===== config.mk =====
export PLATFORM = sky130hd
export DESIGN_NAME = pcr_ctrl
export DESIGN_NICKNAME = d
export VERILOG_FILES = /design/src/hdl/pcr_pkg.sv /design/src/hdl/pcr_ctrl.sv
export SDC_FILE = /design/constraint.sdc
export NUM_CORES = 1
export LEC_CHECK = 0
export ABC_AREA = 1
export ABC_CLOCK_PERIOD_IN_PS = 4400
export BUFFER_PORTS_ARGS = -buffer_cell sky130_fd_sc_hd__buf_2
export CAP_MARGIN = 20
export CELL_PAD_IN_SITES_DETAIL_PLACEMENT = 1
export CELL_PAD_IN_SITES_GLOBAL_PLACEMENT = 2
export CORE_MARGIN = 2
export CORE_UTILIZATION = 27
export DETAILED_ROUTE_END_ITERATION = 6
export PLACE_DENSITY_LB_ADDON = 0.05
export SLEW_MARGIN = 20
export SYNTH_ARGS = -nofsm -noshare
export SYNTH_HDL_FRONTEND = slang
export SYNTH_SLANG_ARGS = --single-unit

===== constraint.sdc =====
create_clock -name aclk -period 4.4 [get_ports aclk]
set_input_delay 0.44 -clock aclk [delete_from_list [all_inputs] [get_ports aclk]]
set_output_delay 0.44 -clock aclk [all_outputs]
set_load 0.01 [all_outputs]

===== src/hdl/pcr_pkg.sv =====
// Package for the packet classify and rewrite unit.
// Holds sizes, codes, state machine types and the controller/datapath
// command and status structs. Depends on nothing.
package pcr_pkg;

    localparam int NUM_PORTS    = 4;
    localparam int HEADER_WORDS = 11;
    localparam int COUNTER_BITS = 48;
    localparam int NUM_KINDS    = 7;
    localparam int BUF_BYTES    = HEADER_WORDS * 8;
    localparam int NUM_COUNTERS = NUM_KINDS * NUM_PORTS;

    localparam int FILL_W     = $clog2(BUF_BYTES + 1);
    localparam int BYTE_IDX_W = $clog2(BUF_BYTES);
    localparam int WORD_IDX_W = $clog2(HEADER_WORDS);
    localparam int CNT_IDX_W  = $clog2(NUM_COUNTERS);
    localparam int HW_IDX_W   = 5;
    localparam int PORT_W     = 2;
    localparam int SEL_W      = 5;
    localparam int CV_W       = 48;
    localparam int CFG_IDX_W  = 3;
    localparam int CFG_DATA_W = 48;
    localparam int FLAGS_W    = 9;
    localparam int S_TDATA_W  = 80;
    localparam int M_TDATA_W  = 120;

    // Frame offsets and protocol values.
    localparam int IP_HDR_OFF  = 14;
    localparam int IP_CSUM_OFF = 24;
    localparam int CSUM_HW     = 5;
    localparam logic [15:0] ETH_ARP   = 16'h0806;
    localparam logic [15:0] ETH_IPV4  = 16'h0800;
    localparam logic [7:0]  PROTO_UDP = 8'd17;

    localparam logic MODE_COUNTER = 1'b1;

    localparam logic [1:0] RK_DATA    = 2'd0;
    localparam logic [1:0] RK_VERDICT = 2'd1;
    localparam logic [1:0] RK_COUNTER = 2'd2;

    localparam logic [1:0] V_FORWARD = 2'd0;
    localparam logic [1:0] V_SHORT   = 2'd1;
    localparam logic [1:0] V_NONUDP  = 2'd2;

    localparam int K_ARP         = 0;
    localparam int K_IPV4        = 1;
    localparam int K_UDP         = 2;
    localparam int K_NONUDP      = 3;
    localparam int K_REWRITE     = 4;
    localparam int K_SHORT       = 5;
    localparam int K_NONUDP_DROP = 6;

    localparam logic [CFG_IDX_W-1:0] CFG_FLAGS    = 3'd0;
    localparam logic [CFG_IDX_W-1:0] CFG_SRC_MAC  = 3'd1;
    localparam logic [CFG_IDX_W-1:0] CFG_DST_MAC  = 3'd2;
    localparam logic [CFG_IDX_W-1:0] CFG_SRC_IP   = 3'd3;
    localparam logic [CFG_IDX_W-1:0] CFG_DST_IP   = 3'd4;
    localparam logic [CFG_IDX_W-1:0] CFG_SRC_PORT = 3'd5;
    localparam logic [CFG_IDX_W-1:0] CFG_DST_PORT = 3'd6;

    localparam int F_UDP_ONLY = 0;
    localparam int F_SWAP     = 1;
    localparam int F_REWRITE  = 2;
    localparam int F_SRC_MAC  = 3;
    localparam int F_DST_MAC  = 4;
    localparam int F_SRC_IP   = 5;
    localparam int F_DST_IP   = 6;
    localparam int F_SRC_PORT = 7;
    localparam int F_DST_PORT = 8;

    typedef enum logic [2:0] {
        ST_IDLE,
        ST_DECIDE,
        ST_CSUM,
        ST_CSUM_WR,
        ST_VERDICT,
        ST_WORDS,
        ST_OVF
    } state_t;

    typedef enum logic [1:0] {
        PH_AWAIT,
        PH_PASS,
        PH_DROP
    } phase_t;

    typedef enum logic [2:0] {
        OSEL_COUNTER,
        OSEL_PASS,
        OSEL_VERDICT,
        OSEL_BUF,
        OSEL_OVF
    } out_sel_t;

    typedef struct packed {
        logic                  ins;
        logic                  decide;
        logic                  csum_step;
        logic                  csum_write;
        logic                  fill_clr;
        logic                  out_load;
        out_sel_t              out_sel;
        logic                  out_last;
        logic [WORD_IDX_W-1:0] word_idx;
        logic [HW_IDX_W-1:0]   hw_idx;
    } cmd_t;

    typedef struct packed {
        logic                  need_decide;
        logic                  cip;
        logic                  fwd;
        logic [HW_IDX_W-1:0]   hw_last;
        logic [WORD_IDX_W-1:0] word_last;
        logic                  has_ovf;
        logic                  out_free;
    } status_t;

endpackage


===== src/hdl/pcr_ctrl.sv =====
// Controller state machine of the packet classify and rewrite unit.
// Sequences header buffering, decision, checksum and result emission.
// Depends on pcr_pkg.
module pcr_ctrl (
    input  logic              aclk,
    input  logic              aresetn,
    input  logic              s_tvalid,
    output logic              s_tready,
    input  logic              s_mode,
    input  logic              s_tlast,
    input  pcr_pkg::status_t  status,
    output pcr_pkg::cmd_t     cmd
);

    pcr_pkg::state_t state_reg, state_next;
    pcr_pkg::phase_t phase_reg, phase_next;
    logic last_hold_reg, last_hold_next;
    logic [pcr_pkg::WORD_IDX_W-1:0] word_idx_reg, word_idx_next;
    logic [pcr_pkg::HW_IDX_W-1:0] hw_idx_reg, hw_idx_next;
    logic accept;

    assign accept = s_tvalid && s_tready;

    always_ff @(posedge aclk) begin
        if (!aresetn) begin
            state_reg     <= pcr_pkg::ST_IDLE;
            phase_reg     <= pcr_pkg::PH_AWAIT;
            last_hold_reg <= 1'b0;
            word_idx_reg  <= '0;
            hw_idx_reg    <= '0;
        end else begin
            state_reg     <= state_next;
            phase_reg     <= phase_next;
            last_hold_reg <= last_hold_next;
            word_idx_reg  <= word_idx_next;
            hw_idx_reg    <= hw_idx_next;
        end
    end

    always_comb begin
        state_next     = state_reg;
        phase_next     = phase_reg;
        last_hold_next = last_hold_reg;
        word_idx_next  = word_idx_reg;
        hw_idx_next    = hw_idx_reg;
        unique case (state_reg)
            pcr_pkg::ST_IDLE: begin
                if (accept && s_mode != pcr_pkg::MODE_COUNTER) begin
                    unique case (phase_reg)
                        pcr_pkg::PH_PASS, pcr_pkg::PH_DROP: begin
                            if (s_tlast) begin
                                phase_next = pcr_pkg::PH_AWAIT;
                            end
                        end
                        default: begin
                            if (status.need_decide) begin
                                state_next     = pcr_pkg::ST_DECIDE;
                                last_hold_next = s_tlast;
                            end
                        end
                    endcase
                end
            end
            pcr_pkg::ST_DECIDE: begin
                hw_idx_next = '0;
                state_next  = status.cip ? pcr_pkg::ST_CSUM : pcr_pkg::ST_VERDICT;
            end
            pcr_pkg::ST_CSUM: begin
                if (hw_idx_reg == status.hw_last) begin
                    state_next = pcr_pkg::ST_CSUM_WR;
                end else begin
                    hw_idx_next = hw_idx_reg + 1'b1;
                end
            end
            pcr_pkg::ST_CSUM_WR: begin
                state_next = pcr_pkg::ST_VERDICT;
            end
            pcr_pkg::ST_VERDICT: begin
                if (status.out_free) begin
                    if (status.fwd) begin
                        word_idx_next = '0;
                        state_next    = pcr_pkg::ST_WORDS;
                    end else begin
                        phase_next = last_hold_reg ? pcr_pkg::PH_AWAIT : pcr_pkg::PH_DROP;
                        state_next = pcr_pkg::ST_IDLE;
                    end
                end
            end
            pcr_pkg::ST_WORDS: begin
                if (status.out_free) begin
                    if (word_idx_reg == status.word_last) begin
                        if (status.has_ovf) begin
                            state_next = pcr_pkg::ST_OVF;
                        end else begin
                            phase_next = last_hold_reg ? pcr_pkg::PH_AWAIT
                                                       : pcr_pkg::PH_PASS;
                            state_next = pcr_pkg::ST_IDLE;
                        end
                    end else begin
                        word_idx_next = word_idx_reg + 1'b1;
                    end
                end
            end
            pcr_pkg::ST_OVF: begin
                if (status.out_free) begin
                    phase_next = last_hold_reg ? pcr_pkg::PH_AWAIT : pcr_pkg::PH_PASS;
                    state_next = pcr_pkg::ST_IDLE;
                end
            end
            default: begin
                state_next = pcr_pkg::ST_IDLE;
            end
        endcase
    end

    always_comb begin
        cmd          = '0;
        cmd.out_sel  = pcr_pkg::OSEL_COUNTER;
        cmd.word_idx = word_idx_reg;
        cmd.hw_idx   = hw_idx_reg;
        s_tready     = 1'b0;
        unique case (state_reg)
            pcr_pkg::ST_IDLE: begin
                s_tready = status.out_free;
                if (accept) begin
                    if (s_mode == pcr_pkg::MODE_COUNTER) begin
                        cmd.out_load = 1'b1;
                        cmd.out_sel  = pcr_pkg::OSEL_COUNTER;
                        cmd.out_last = 1'b1;
                    end else begin
                        unique case (phase_reg)
                            pcr_pkg::PH_PASS: begin
                                cmd.out_load = 1'b1;
                                cmd.out_sel  = pcr_pkg::OSEL_PASS;
                                cmd.out_last = 1'b1;
                            end
                            pcr_pkg::PH_AWAIT: begin
                                cmd.ins = 1'b1;
                            end
                            default: begin
                                cmd.ins = 1'b0;
                            end
                        endcase
                    end
                end
            end
            pcr_pkg::ST_DECIDE: begin
                cmd.decide = 1'b1;
            end
            pcr_pkg::ST_CSUM: begin
                cmd.csum_step = 1'b1;
            end
            pcr_pkg::ST_CSUM_WR: begin
                cmd.csum_write = 1'b1;
            end
            pcr_pkg::ST_VERDICT: begin
                if (status.out_free) begin
                    cmd.out_load = 1'b1;
                    cmd.out_sel  = pcr_pkg::OSEL_VERDICT;
                    cmd.out_last = !status.fwd;
                    cmd.fill_clr = !status.fwd;
                end
            end
            pcr_pkg::ST_WORDS: begin
                if (status.out_free) begin
                    cmd.out_load = 1'b1;
                    cmd.out_sel  = pcr_pkg::OSEL_BUF;
                    cmd.out_last = (word_idx_reg == status.word_last) && !status.has_ovf;
                    cmd.fill_clr = (word_idx_reg == status.word_last) && !status.has_ovf;
                end
            end
            pcr_pkg::ST_OVF: begin
                if (status.out_free) begin
                    cmd.out_load = 1'b1;
                    cmd.out_sel  = pcr_pkg::OSEL_OVF;
                    cmd.out_last = 1'b1;
                    cmd.fill_clr = 1'b1;
                end
            end
            default: begin
                cmd.out_load = 1'b0;
            end
        endcase
    end

endmodule


Word level (Yosys, flattened, before mapping) --
Index checks and enable logic that the tools add are counted.
Word-level totals: register bits 15, input bits 19, output and inout bits 20, logic and storage cells 98
Operators by class: $add $sub $neg 2, equality and inequality tests 25, muxes and demuxes 48, bitwise logic cells 2, reductions and logical operators 16
Operators by type and width (count):
- $mux W3 | 11
- $ne A2 B2 Y1 const B | 14
- $pmux W3 S7 | 1
- $mux W2 | 10
- $mux W5 | 4
- $mux W6 | 3
- $mux W4 | 4
- $pmux W4 S4 | 1
- $pmux W5 S2 | 1
- $reduce_and A10 Y1 | 1
- $eq A3 B3 Y1 const B | 3
- $mux W1 | 9
- $pmux W2 S4 | 1
- $pmux W4 S2 | 1
- $reduce_and A8 Y1 | 1
- $eq A3 B2 Y1 const B | 2
- $add A5 B1 Y5 const B | 1
- $eq A5 B5 Y1 | 1
- $reduce_and A5 Y1 | 1
- $add A4 B1 Y4 const B | 1
- $eq A4 B4 Y1 | 1
- $pmux W1 S4 | 1
- $reduce_and A4 Y1 | 1
- $reduce_bool A2 Y1 | 2
- other kinds (13) | 17

Logic depth before layout (Yosys ltp) --
Gate-level depths: netlist of the first run.
depth after elaboration 6, depth in mapped cells 12

Worst setup path after synthesis of the first run --
OpenSTA, ideal clock, no wires.
path kind input to output, start point input status[0] in the netlist's numbering, end point output cmd[18] in the netlist's numbering, data arrival time 1267 ps, data required time 3960 ps, setup slack 2693 ps, stages 5, cell sequence inv_2 -> buf_2 -> nor4_1 -> inv_1 -> nor2_1
RTL lines:
- from (decl) | line pcr_ctrl.sv:11 | input pcr_pkg::status_t status,
- to (decl) | line pcr_ctrl.sv:12 | output pcr_pkg::cmd_t cmd

==> flow_metrics.env, run 1 <==
export IMPL_wl_per_cell_um=11.53
export IMPL_drc=0
export IMPL_power_density_nw_per_um2=402.7
export IMPL_cts_made_buffers=3
export IMPL_drt_total_wl_um=3505
export IMPL_end_kind="output pin"
export IMPL_area_growth_pct=22.40
export IMPL_nFillCells=618
export IMPL_synth_adder_area_share=0.04036
export IMPL_vias=1350
export IMPL_grt_met2_usage=0.2212
export IMPL_maxCapViolCount=0
export IMPL_holdWs_ps=474.0
export IMPL_drive_gt1_frac=0.2222
export IMPL_setup_viol=0
export IMPL_grt_util_all_layers=0.1499
export IMPL_use_met1=0.2212
export IMPL_finalCriticalPeriod_ps=2117
export IMPL_syn_nets=237
export IMPL_largest_reg_flops=5
export IMPL_start_kind="flop"
export IMPL_fin_crit_sh=0.4811
export IMPL_ir_drop_mv=0.1705
export IMPL_yosysUniqueCellTypes=25
export IMPL_cts_tree="done"
export IMPL_grt_overflow=0
export IMPL_fin_tns_setup_ps=0
export IMPL_cts_hold_buf=0
export IMPL_yosys_warnings=0
export IMPL_synthXorXnorAreaFrac=0.02119
export IMPL_post_cts_setup_buffer_count=0
export IMPL_die_height_um=71.77
export IMPL_drt_first_pass_iters=5
export IMPL_finClkSkew_ps=3.723
export IMPL_arrival_ps=1680
export IMPL_grt_pass1_vias=1354
export IMPL_fp_dieW_um=71.77
export IMPL_synth_cells=214
export IMPL_nNetsFinal=276
export IMPL_antenna_found_initial=0
export IMPL_first_iter_violations=40
export IMPL_clockRootBuffer="clkbuf_8"
export IMPL_antenna_left=0
export IMPL_clk_path_buf_depth=2
export IMPL_netlist_area_sq_um=1240
export IMPL_final_hold_viol_count=0
export IMPL_maxSlewViolCount=0
export IMPL_io_buffers=38
export IMPL_coreArea_sq_um=4384
export IMPL_max_slew_margin=0.6944
export IMPL_power_leakage_nw=0.8279
export IMPL_cts_resized=0
export IMPL_grt_start_max_net_pins=12
export IMPL_grt_pass1_wl_um=6154
export IMPL_rsz0062_at_grt="no"
export IMPL_crit_type="reg -> out"
export IMPL_path_clk_slew_ps=60
export IMPL_synth_compound_area_share=0.1049
export IMPL_synth_top_family_by_area="simple AND/OR/NAND/NOR gates"
export IMPL_syn_avg_cell_area_sq_um=5.794
export IMPL_hold_class="in -> reg"
export IMPL_rows=24
export IMPL_use_met3=0.01828
export IMPL_synthMuxAreaShare=0
export IMPL_vias_per_cell=4.441
export IMPL_insertion_delay_ps=250
export IMPL_initial_core_util=0.2828
export IMPL_cts_sinks=15
export IMPL_post_dp_hpwl_um=2888
export IMPL_dieArea_sq_um=5150
export IMPL_synth_simple_gate_area_frac=0.4642
export IMPL_io_pins=39
export IMPL_worstPathMaxFanout=8
export IMPL_cts_max_level=1
export IMPL_top_usage_layer="met2"
export IMPL_n_antenna_cell=0
export IMPL_synth_seq_cells=15
export IMPL_max_slew_worst_pin_slew_ps=454.2
export IMPL_gp_congestion=0.8367
export IMPL_fmax_mhz=472.4
export IMPL_required_ps=3960
export IMPL_status="finished, final reports clean"
export IMPL_ys_seq_area_frac=0.2422
power breakdown:
part	switching (W)	internal (W)
Sequential	0.0000320	0.000154
Clock	0.0000517	0.0000643
Combinational	0.000200	0.000109
cell usage in the layout, fill, tap and decap left out:
master and count:
nor3_1 3, nor3_2 1, nand2_2 3, inv_1 34, nand3_1 10, nor2_1 38, nand3_2 2, clkbuf_8 3
o21ai_0 6, xor2_1 2, nor2_2 1, nand4_1 4, dfxtp_1 15, nand3b_1 1, nand2_1 61, o21ai_1 3
nor4_1 1, clkbuf_1 1, a21oi_1 12, buf_2 38, inv_2 2, ha_1 4, nor2_4 4, o31ai_2 1
a31oi_2 1, xnor2_1 1
layout make-up:
cell class / instances / area (sq um) / share of cell area
timing repair buffer: 38 / 190.2 / 0.1253
tap: 52 / 65.06 / 0.04287
multi-input combinational: 159 / 782.0 / 0.5152
inverter: 36 / 135.1 / 0.08904
sequential: 15 / 300.3 / 0.1979
clock buffer: 4 / 45.04 / 0.02968
cells in the mapped netlist:
| cell type | number | share of area |
|---|---|---|
| a31oi_2 | 1 | 0.010 |
| nand2_2 | 3 | 0.015 |
| nor4_1 | 1 | 0.0050 |
| ha_1 | 4 | 0.040 |
| dfxtp_1 | 15 | 0.24 |
| nand3b_1 | 1 | 0.0061 |
| buf_4 | 1 | 0.0061 |
| a21oi_1 | 12 | 0.048 |
| o21ai_0 | 6 | 0.024 |
| o21ai_1 | 3 | 0.012 |
| nor2_2 | 1 | 0.0050 |
| inv_2 | 2 | 0.0061 |
| inv_1 | 34 | 0.10 |
| buf_2 | 3 | 0.012 |
| nor3_2 | 1 | 0.0081 |
| nand3_2 | 2 | 0.016 |
| nor2_1 | 38 | 0.12 |
| nand3_1 | 10 | 0.040 |
| xor2_1 | 2 | 0.014 |
| nand4_1 | 4 | 0.020 |
| nor2_4 | 4 | 0.036 |
| nor3_1 | 3 | 0.012 |
| nand2_1 | 61 | 0.18 |
| o31ai_2 | 1 | 0.010 |
| xnor2_1 | 1 | 0.0071 |
cell families (layout without fill, tap and decap cells):
logic type | count (synthesis) | count (layout)
xor gates and xnor gates | 3 | 3
DFF | 15 | 15
adders and majority gates | 4 | 4
AOI/OAI and AO/OA | 23 | 23
buffers and inverters | 40 | 78
and+or+nand+nor | 129 | 129
path summary, 6_finish.rpt:
check / from / cells after the start / endpoint / slack [ps]
worst min register to register: phase_reg[1] / 2 / phase_reg[1] / 500
worst max-delay path: state_reg[1] / 6 / cmd[18] / 2280
worst max register to register: phase_reg[0] / 12 / state_reg[2] / 2730
worst min-delay path: s_tlast / 3 / last_hold_reg / 470
worst max-delay path, stage by stage (launching register included):
cell     delay, ps
dfxtp_1        420
nor2_4         190
nand2_2        100
nor4_1         360
inv_1          100
nor2_1         110
buf_2          140
routing by layer:
| metal | vias up | wire length (um) |
|---|---|---|
| met5 | - | 0 |
| met4 | 0 | 51 |
| met3 | 4 | 142 |
| li1 | 740 | - |
| met1 | 577 | 1909 |
| met2 | 29 | 1402 |
stage by stage:
stage          power (W)  setup slack (ps)  instances  instance area, sq um    util
6_report       0.0006112              2283        304                  1518  0.3462
2_1_floorplan  0.0004174              2693        214                  1240       -
3_5_place_dp   0.0005029              2505        300                  1473  0.3359
4_1_cts        0.0006223              2291        304                  1518  0.3462
5_1_grt        0.0006806              2083        304                  1518  0.3462
3_3_place_gp   0.0005060              2538        300                  1473  0.3359
Power figures use the tool's default switching activity.
==> run 2: changes to the inputs <==
Settings changed: ABC_AREA 1 to 0, ABC_CLOCK_PERIOD_IN_PS 4400 to 1900, CORE_UTILIZATION 27 to 24.
Clock period 4.4 ns to 1.9 ns, I/O delays scaled along.
==> flow_metrics.env, run 2 <==
export IMPL_place_inst=234
export IMPL_insertion_delay_ps=240
export IMPL_largest_reg_flops=5
export IMPL_finClkSkew_ps=1.813
export IMPL_cts_sinks=15
export IMPL_grt_start_max_net_pins=19
export IMPL_rows=24
export IMPL_post_layout_nonfiller_instances=238
export IMPL_area_growth_pct=31.82
export IMPL_antenna_found_initial=0
export IMPL_synth_cells=140
export IMPL_fmax_mhz=559.9
export IMPL_worstPathMaxFanout=4
export IMPL_vias=1133
export IMPL_ys_seq_area_frac=0.2718
export IMPL_end_kind="flop"
export IMPL_cts_tree="done"
export IMPL_yosys_warnings=0
export IMPL_synth_seq_cells=15
export IMPL_required_ps=2020
export IMPL_fp_dieW_um=71.85
export IMPL_arrival_ps=1910
export IMPL_clk_path_buf_depth=2
export IMPL_cts_hold_buf=0
export IMPL_pre_cts_slack_ps=87.52
export IMPL_final_hold_viol_count=0
export IMPL_maxSlewViolCount=0
export IMPL_wl_per_cell_um=13.21
export IMPL_path_clk_slew_ps=70
export IMPL_vias_per_cell=4.761
export IMPL_p_int_w=0.0005153
export IMPL_cts_made_buffers=3
export IMPL_ys_top_cells_by_area="dfxtp_1 27%, mux2i_1 9.1%, xor2_1 6.3%"
export IMPL_start_kind="flop"
export IMPL_power_leakage_nw=0.6959
export IMPL_cts_max_level=1
export IMPL_hold_class="in -> reg"
export IMPL_die_height_um=71.85
export IMPL_grt_pass1_vias=1146
export IMPL_holdWs_ps=226.2
export IMPL_post_dp_hpwl_um=2615
export IMPL_drc=0
export IMPL_clockRootBuffer="clkbuf_8"
export IMPL_max_slew_worst_pin_slew_ps=443.3
export IMPL_io_buffers=38
export IMPL_syn_nets=163
export IMPL_met1_length_um=1515
export IMPL_gp_congestion=0.7443
export IMPL_drt_first_pass_iters=4
export IMPL_crit_type="reg -> reg"
export IMPL_syn_avg_cell_area_sq_um=7.892
export IMPL_comb_power_share=0.165
export IMPL_synthArstFlopShare=0
export IMPL_antenna_left=0
export IMPL_yosysMostFrequentCell="nor2_1"
export IMPL_maxCapViolCount=0
export IMPL_drt_total_wl_um=3144
export IMPL_top_layer="met4"
export IMPL_n_antenna_cell=0
export IMPL_nNetsFinal=210
export IMPL_netlist_area_sq_um=1105
export IMPL_seqPwrFrac=0.459
export IMPL_swShare=0.2630
export IMPL_wl_met2_um=1414
export IMPL_fin_tns_setup_ps=0
export IMPL_synth_edf_count=0
export IMPL_synth_area_leader_cell="dfxtp_1"
export IMPL_ys_flop_type="dfxtp_1"
export IMPL_p_clk_frac=0.375
export IMPL_power_density_nw_per_um2=480.1
export IMPL_io_pins=39
export IMPL_initial_core_util=0.2520
export IMPL_setup_viol=0
export IMPL_dieArea_sq_um=5162
export IMPL_synth_top_cell_area_share=0.2718
export IMPL_fin_ws_ps=114.1
export IMPL_fin_crit_sh=0.9399
export IMPL_p_total_w=0.0006992
export IMPL_finalCriticalPeriod_ps=1786
export IMPL_status="finished, final reports clean"
export IMPL_final_cell_mix="38 x buf_2, 18 x nor2_1, 15 x nand2_1, 12 x dfxtp_1, 10 x mux2i_1"
export IMPL_grt_overflow=0
export IMPL_yosysUniqueCellTypes=34
export IMPL_grt_pass1_wl_um=5319
export IMPL_ys_top_cells_by_count="18 x nor2_1, 15 x dfxtp_1, 15 x nand2_1, 10 x mux2i_1, 8 x xor2_1"
export IMPL_nFillCells=562
export IMPL_wl_met3_um=195
export IMPL_coreArea_sq_um=4384
export IMPL_ir_drop_mv=0.1869
export IMPL_drive_gt1_frac=0.3118
export IMPL_max_slew_margin=0.7013
export IMPL_rsz0062_at_grt="yes"
export IMPL_layout_commonest_cell="buf_2"
export IMPL_grt_util_all_layers=0.1276
export IMPL_switchingPower_w=0.0001839
export IMPL_first_iter_violations=23
==> run 2: cell count changes after synthesis, sizes merged, moves of 6 or more <==
cell / change
a21oi: -9
nand3: -7
nor2: -25
xor2: +6
mux2i: +10
inv: -29
nand2: -49
xnor2: +6
==> run 2: critical path: stages (launching register included) <==
cell and delay [ps]:
dfxtp_1 420, xnor2_2 150, nand4_1 160, a222oi_1 490
nand3b_1 260, mux2i_1 180
==> run 2: layer usage <==
layer,global-route usage,vias to the layer above
met3,0.02813,2
met4,0.01887,0
met5,0,-
met1,0.1740,525
li1,-,575
met2,0.2109,31
==> run 2: worst paths after layout <==
kind | to | start | cells after the start | slack [ps]
max | state_reg[2] | word_idx_reg[2] | 5 | 110
max reg2reg | state_reg[2] | word_idx_reg[2] | 5 | 110
min reg2reg | phase_reg[1] | phase_reg[1] | 2 | 460
min | last_hold_reg | s_tlast | 3 | 230
==> run 2: area by class of cell <==
type	count	area, sq um	share of cell area
Multi-Input combinational cell	113	757.0	0.5198
Sequential cell	15	304.0	0.2088
Timing Repair Buffer	47	257.7	0.1770
Tap cell	52	65.06	0.04467
Clock buffer	3	41.29	0.02835
Inverter	7	26.28	0.01804
Clock inverter	1	5.005	0.003436
==> run 2: kinds of logic (layout without fill, tap and decap cells) <==
group           Yosys count  in the layout  share of synthesized area
fa+ha+maj                 4              4                    0.04530
mux                      10             10                    0.09060
xor+xnor                 15             15                     0.1393
compound gates           19             19                     0.1121
buf+inv                  12             58                    0.04304
flops                    15             15                     0.2718
simple gates             65             65                     0.2978
==> run 2: power by group through the flow <==
stage | clock, W | combinational (W) | sequential [W]
floorplan | 0 | 0.0000635 | 0.000326
global placement | 0 | 0.000117 | 0.000328
detailed placement | 0 | 0.000117 | 0.000328
CTS | 0.000274 | 0.000118 | 0.000321
global route | 0.000292 | 0.000130 | 0.000321
finish | 0.000262 | 0.000116 | 0.000321
==> run 2: timing repair <==
item | CTS | global route
buffers inserted | 0 | 0
resized for setup | 0 | 3
setup endpoints to repair | 0 | 4
==> run 2: through the flow <==
| step | instance area [sq um] | util |
|---|---|---|
| after floorplan | 1105 | - |
| after global placement | 1406 | 0.3208 |
| after detailed placement | 1406 | 0.3208 |
| after CTS | 1453 | 0.3313 |
| after global routing | 1456 | 0.3322 |
| final | 1456 | 0.3322 |
==> run 3: changes to the inputs <==
Settings changed: CORE_UTILIZATION 24 to 25, CTS_BUF_LIST set to sky130_fd_sc_hd__clkbuf_4 sky130_fd_sc_hd__clkbuf_8, REMOVE_ABC_BUFFERS set to 1.
==> flow_metrics.env, run 3 (same netlist as run 2, synthesis figures left out) <==
export IMPL_r2r_slack_ps=170
export IMPL_fin_crit_sh=0.9476
export IMPL_nNetsFinal=213
export IMPL_die_height_um=70.48
export IMPL_status="finished, final reports clean"
export IMPL_hold_depth=3
export IMPL_fp_dieW_um=70.48
export IMPL_final_cell_mix="38 x buf_2, 18 x nor2_1, 15 x nand2_1, 15 x dfxtp_1, 12 x buf_4"
export IMPL_vias=1168
export IMPL_nFillCells=524
export IMPL_setup_viol=0
export IMPL_finalCriticalPeriod_ps=1800
export IMPL_p_total_w=0.0007058
export IMPL_clk_path_buf_depth=2
export IMPL_reg2reg_from="word_idx_reg[3]"
export IMPL_maxSlewViolCount=0
export IMPL_gp_congestion=0.7441
export IMPL_power_density_nw_per_um2=474.5
export IMPL_drc=0
export IMPL_max_slew_margin=0.7505
export IMPL_max_slew_worst_pin_slew_ps=370.3
export IMPL_crit_type="reg -> out"
export IMPL_drt_total_wl_um=3395
export IMPL_cts_tree="done"
export IMPL_insertion_delay_ps=250
export IMPL_required_ps=1710
export IMPL_cts_sinks=15
export IMPL_coreArea_sq_um=4294
export IMPL_wl_per_cell_um=14.09
export IMPL_arrival_ps=1610
export IMPL_hp_start="s_tlast"
export IMPL_pre_cts_slack_ps=144.7
export IMPL_design_area_sq_um=1488
export IMPL_area_growth_pct=34.65
export IMPL_io_buffers=38
export IMPL_ir_drop_mv=0.1911
export IMPL_grt_pass1_vias=1212
export IMPL_clockRootBuffer="clkbuf_8"
export IMPL_grt_util_all_layers=0.1393
export IMPL_min_to="last_hold_reg"
export IMPL_grt_pass1_wl_um=5575
export IMPL_fin_ws_ps=99.62
export IMPL_antenna_found_initial=0
export IMPL_crit_top_cell="nand2_1"
export IMPL_io_pins=39
export IMPL_r2r_cells=6
export IMPL_setup_worst_path_start="state_reg[1]"
export IMPL_final_hold_viol_count=0
export IMPL_fmax_mhz=555.4
export IMPL_drt_first_pass_iters=4
export IMPL_path_clk_slew_ps=60
export IMPL_worst_path_max_delay_cell="dfxtp_1"
export IMPL_r2r_end="state_reg[0]"
export IMPL_cp_cell_sequence="buf_4 > nor3_2 > nand3_1 > nor2_1 > nand2_1 > nand2_1 > buf_2"
export IMPL_hold_class="in -> reg"
export IMPL_critPathMaxStageDelay_ps=330
export IMPL_grt_start_max_net_pins=19
export IMPL_n_antenna_cell=0
export IMPL_antenna_left=0
export IMPL_rows=24
export IMPL_vias_per_cell=4.846
export IMPL_dieArea_sq_um=4967
export IMPL_first_iter_violations=28
export IMPL_worstPathMaxFanout=9
export IMPL_largest_reg_flops=5
export IMPL_placed_cell_area_sq_um=1429
export IMPL_power_leakage_nw=0.7187
export IMPL_initial_core_util=0.2573
export IMPL_maxCapViolCount=0
export IMPL_start_kind="flop"
export IMPL_end_kind="output pin"
export IMPL_post_dp_hpwl_um=2818
export IMPL_layout_commonest_cell="buf_2"
export IMPL_cts_max_level=1
export IMPL_drive_gt1_frac=0.3175
export IMPL_rsz0062_at_grt="yes"
export IMPL_finClkSkew_ps=2.557
export IMPL_cts_made_buffers=3
export IMPL_grt_overflow=0
run 3: cell count changes in the layout (fill, tap and decap cells not counted), sizes merged:
cell / previous run / this run
buf: 47 / 50
run 3: where the power goes:
part / switching [W] / internal, W
Combinational: 0.0000626 / 0.0000527
Clock: 0.000123 / 0.000146
Sequential: 0.00000504 / 0.000317
Total: 0.000191 / 0.000515
run 3: repair_timing:
| item | 4_1_cts | 5_1_grt |
|---|---|---|
| endpoints found under the setup margin | 3 | 3 |
| hold buffers | 0 | 0 |
| setup buffers | 0 | 0 |
| resized for setup | 1 | 1 |
| hold endpoints to repair | 0 | 0 |
| pin swaps | 0 | 0 |
run 3: layout make-up:
| cell class | instances | area, sq um | area share |
|---|---|---|---|
| repair buffers | 50 | 280.3 | 0.1884 |
| multi-input cells | 113 | 769.5 | 0.5172 |
| clock buffers | 3 | 41.29 | 0.02775 |
| well taps | 52 | 65.06 | 0.04373 |
| clock inverters | 1 | 5.005 | 0.003364 |
| flip-flops and latches | 15 | 300.3 | 0.2018 |
| inverters | 7 | 26.28 | 0.01766 |
run 3: metrics by stage:
| stage | setup TNS [ps] | hold slack [ps] | instances | util |
|---|---|---|---|---|
| 2_1_floorplan | 0 | 318.2 | 135 | - |
| 3_3_place_gp | 0 | 475.3 | 237 | 0.3328 |
| 3_5_place_dp | 0 | 479.5 | 237 | 0.3328 |
| 4_1_cts | 0 | 228.9 | 241 | 0.3447 |
| 5_1_grt | -86.78 | 256.9 | 241 | 0.3464 |
| 6_report | 0 | 227.9 | 241 | 0.3464 |
run 3: worst max path at each step:
stage                         end  slack (ps)
finish                    cmd[10]         100
global placement    last_hold_reg         210
global route              cmd[18]         -30
CTS                       cmd[10]          50
floorplan            state_reg[0]         330
detailed placement  last_hold_reg         140
run 3: critical path: cells and delay by family (launching register included):
| family | cells | cell delay (ps) |
|---|---|---|
| flip-flops | 1 | 330 |
| AND/OR/NAND/NOR | 5 | 730 |
| buffers and inverters | 2 | 300 |
run 3: metal layers:
metal | wire length, um | track usage
met5 | 0 | 0
met4 | 40 | 0.03846
met3 | 171 | 0.02886
met2 | 1600 | 0.2379
met1 | 1582 | 0.1762
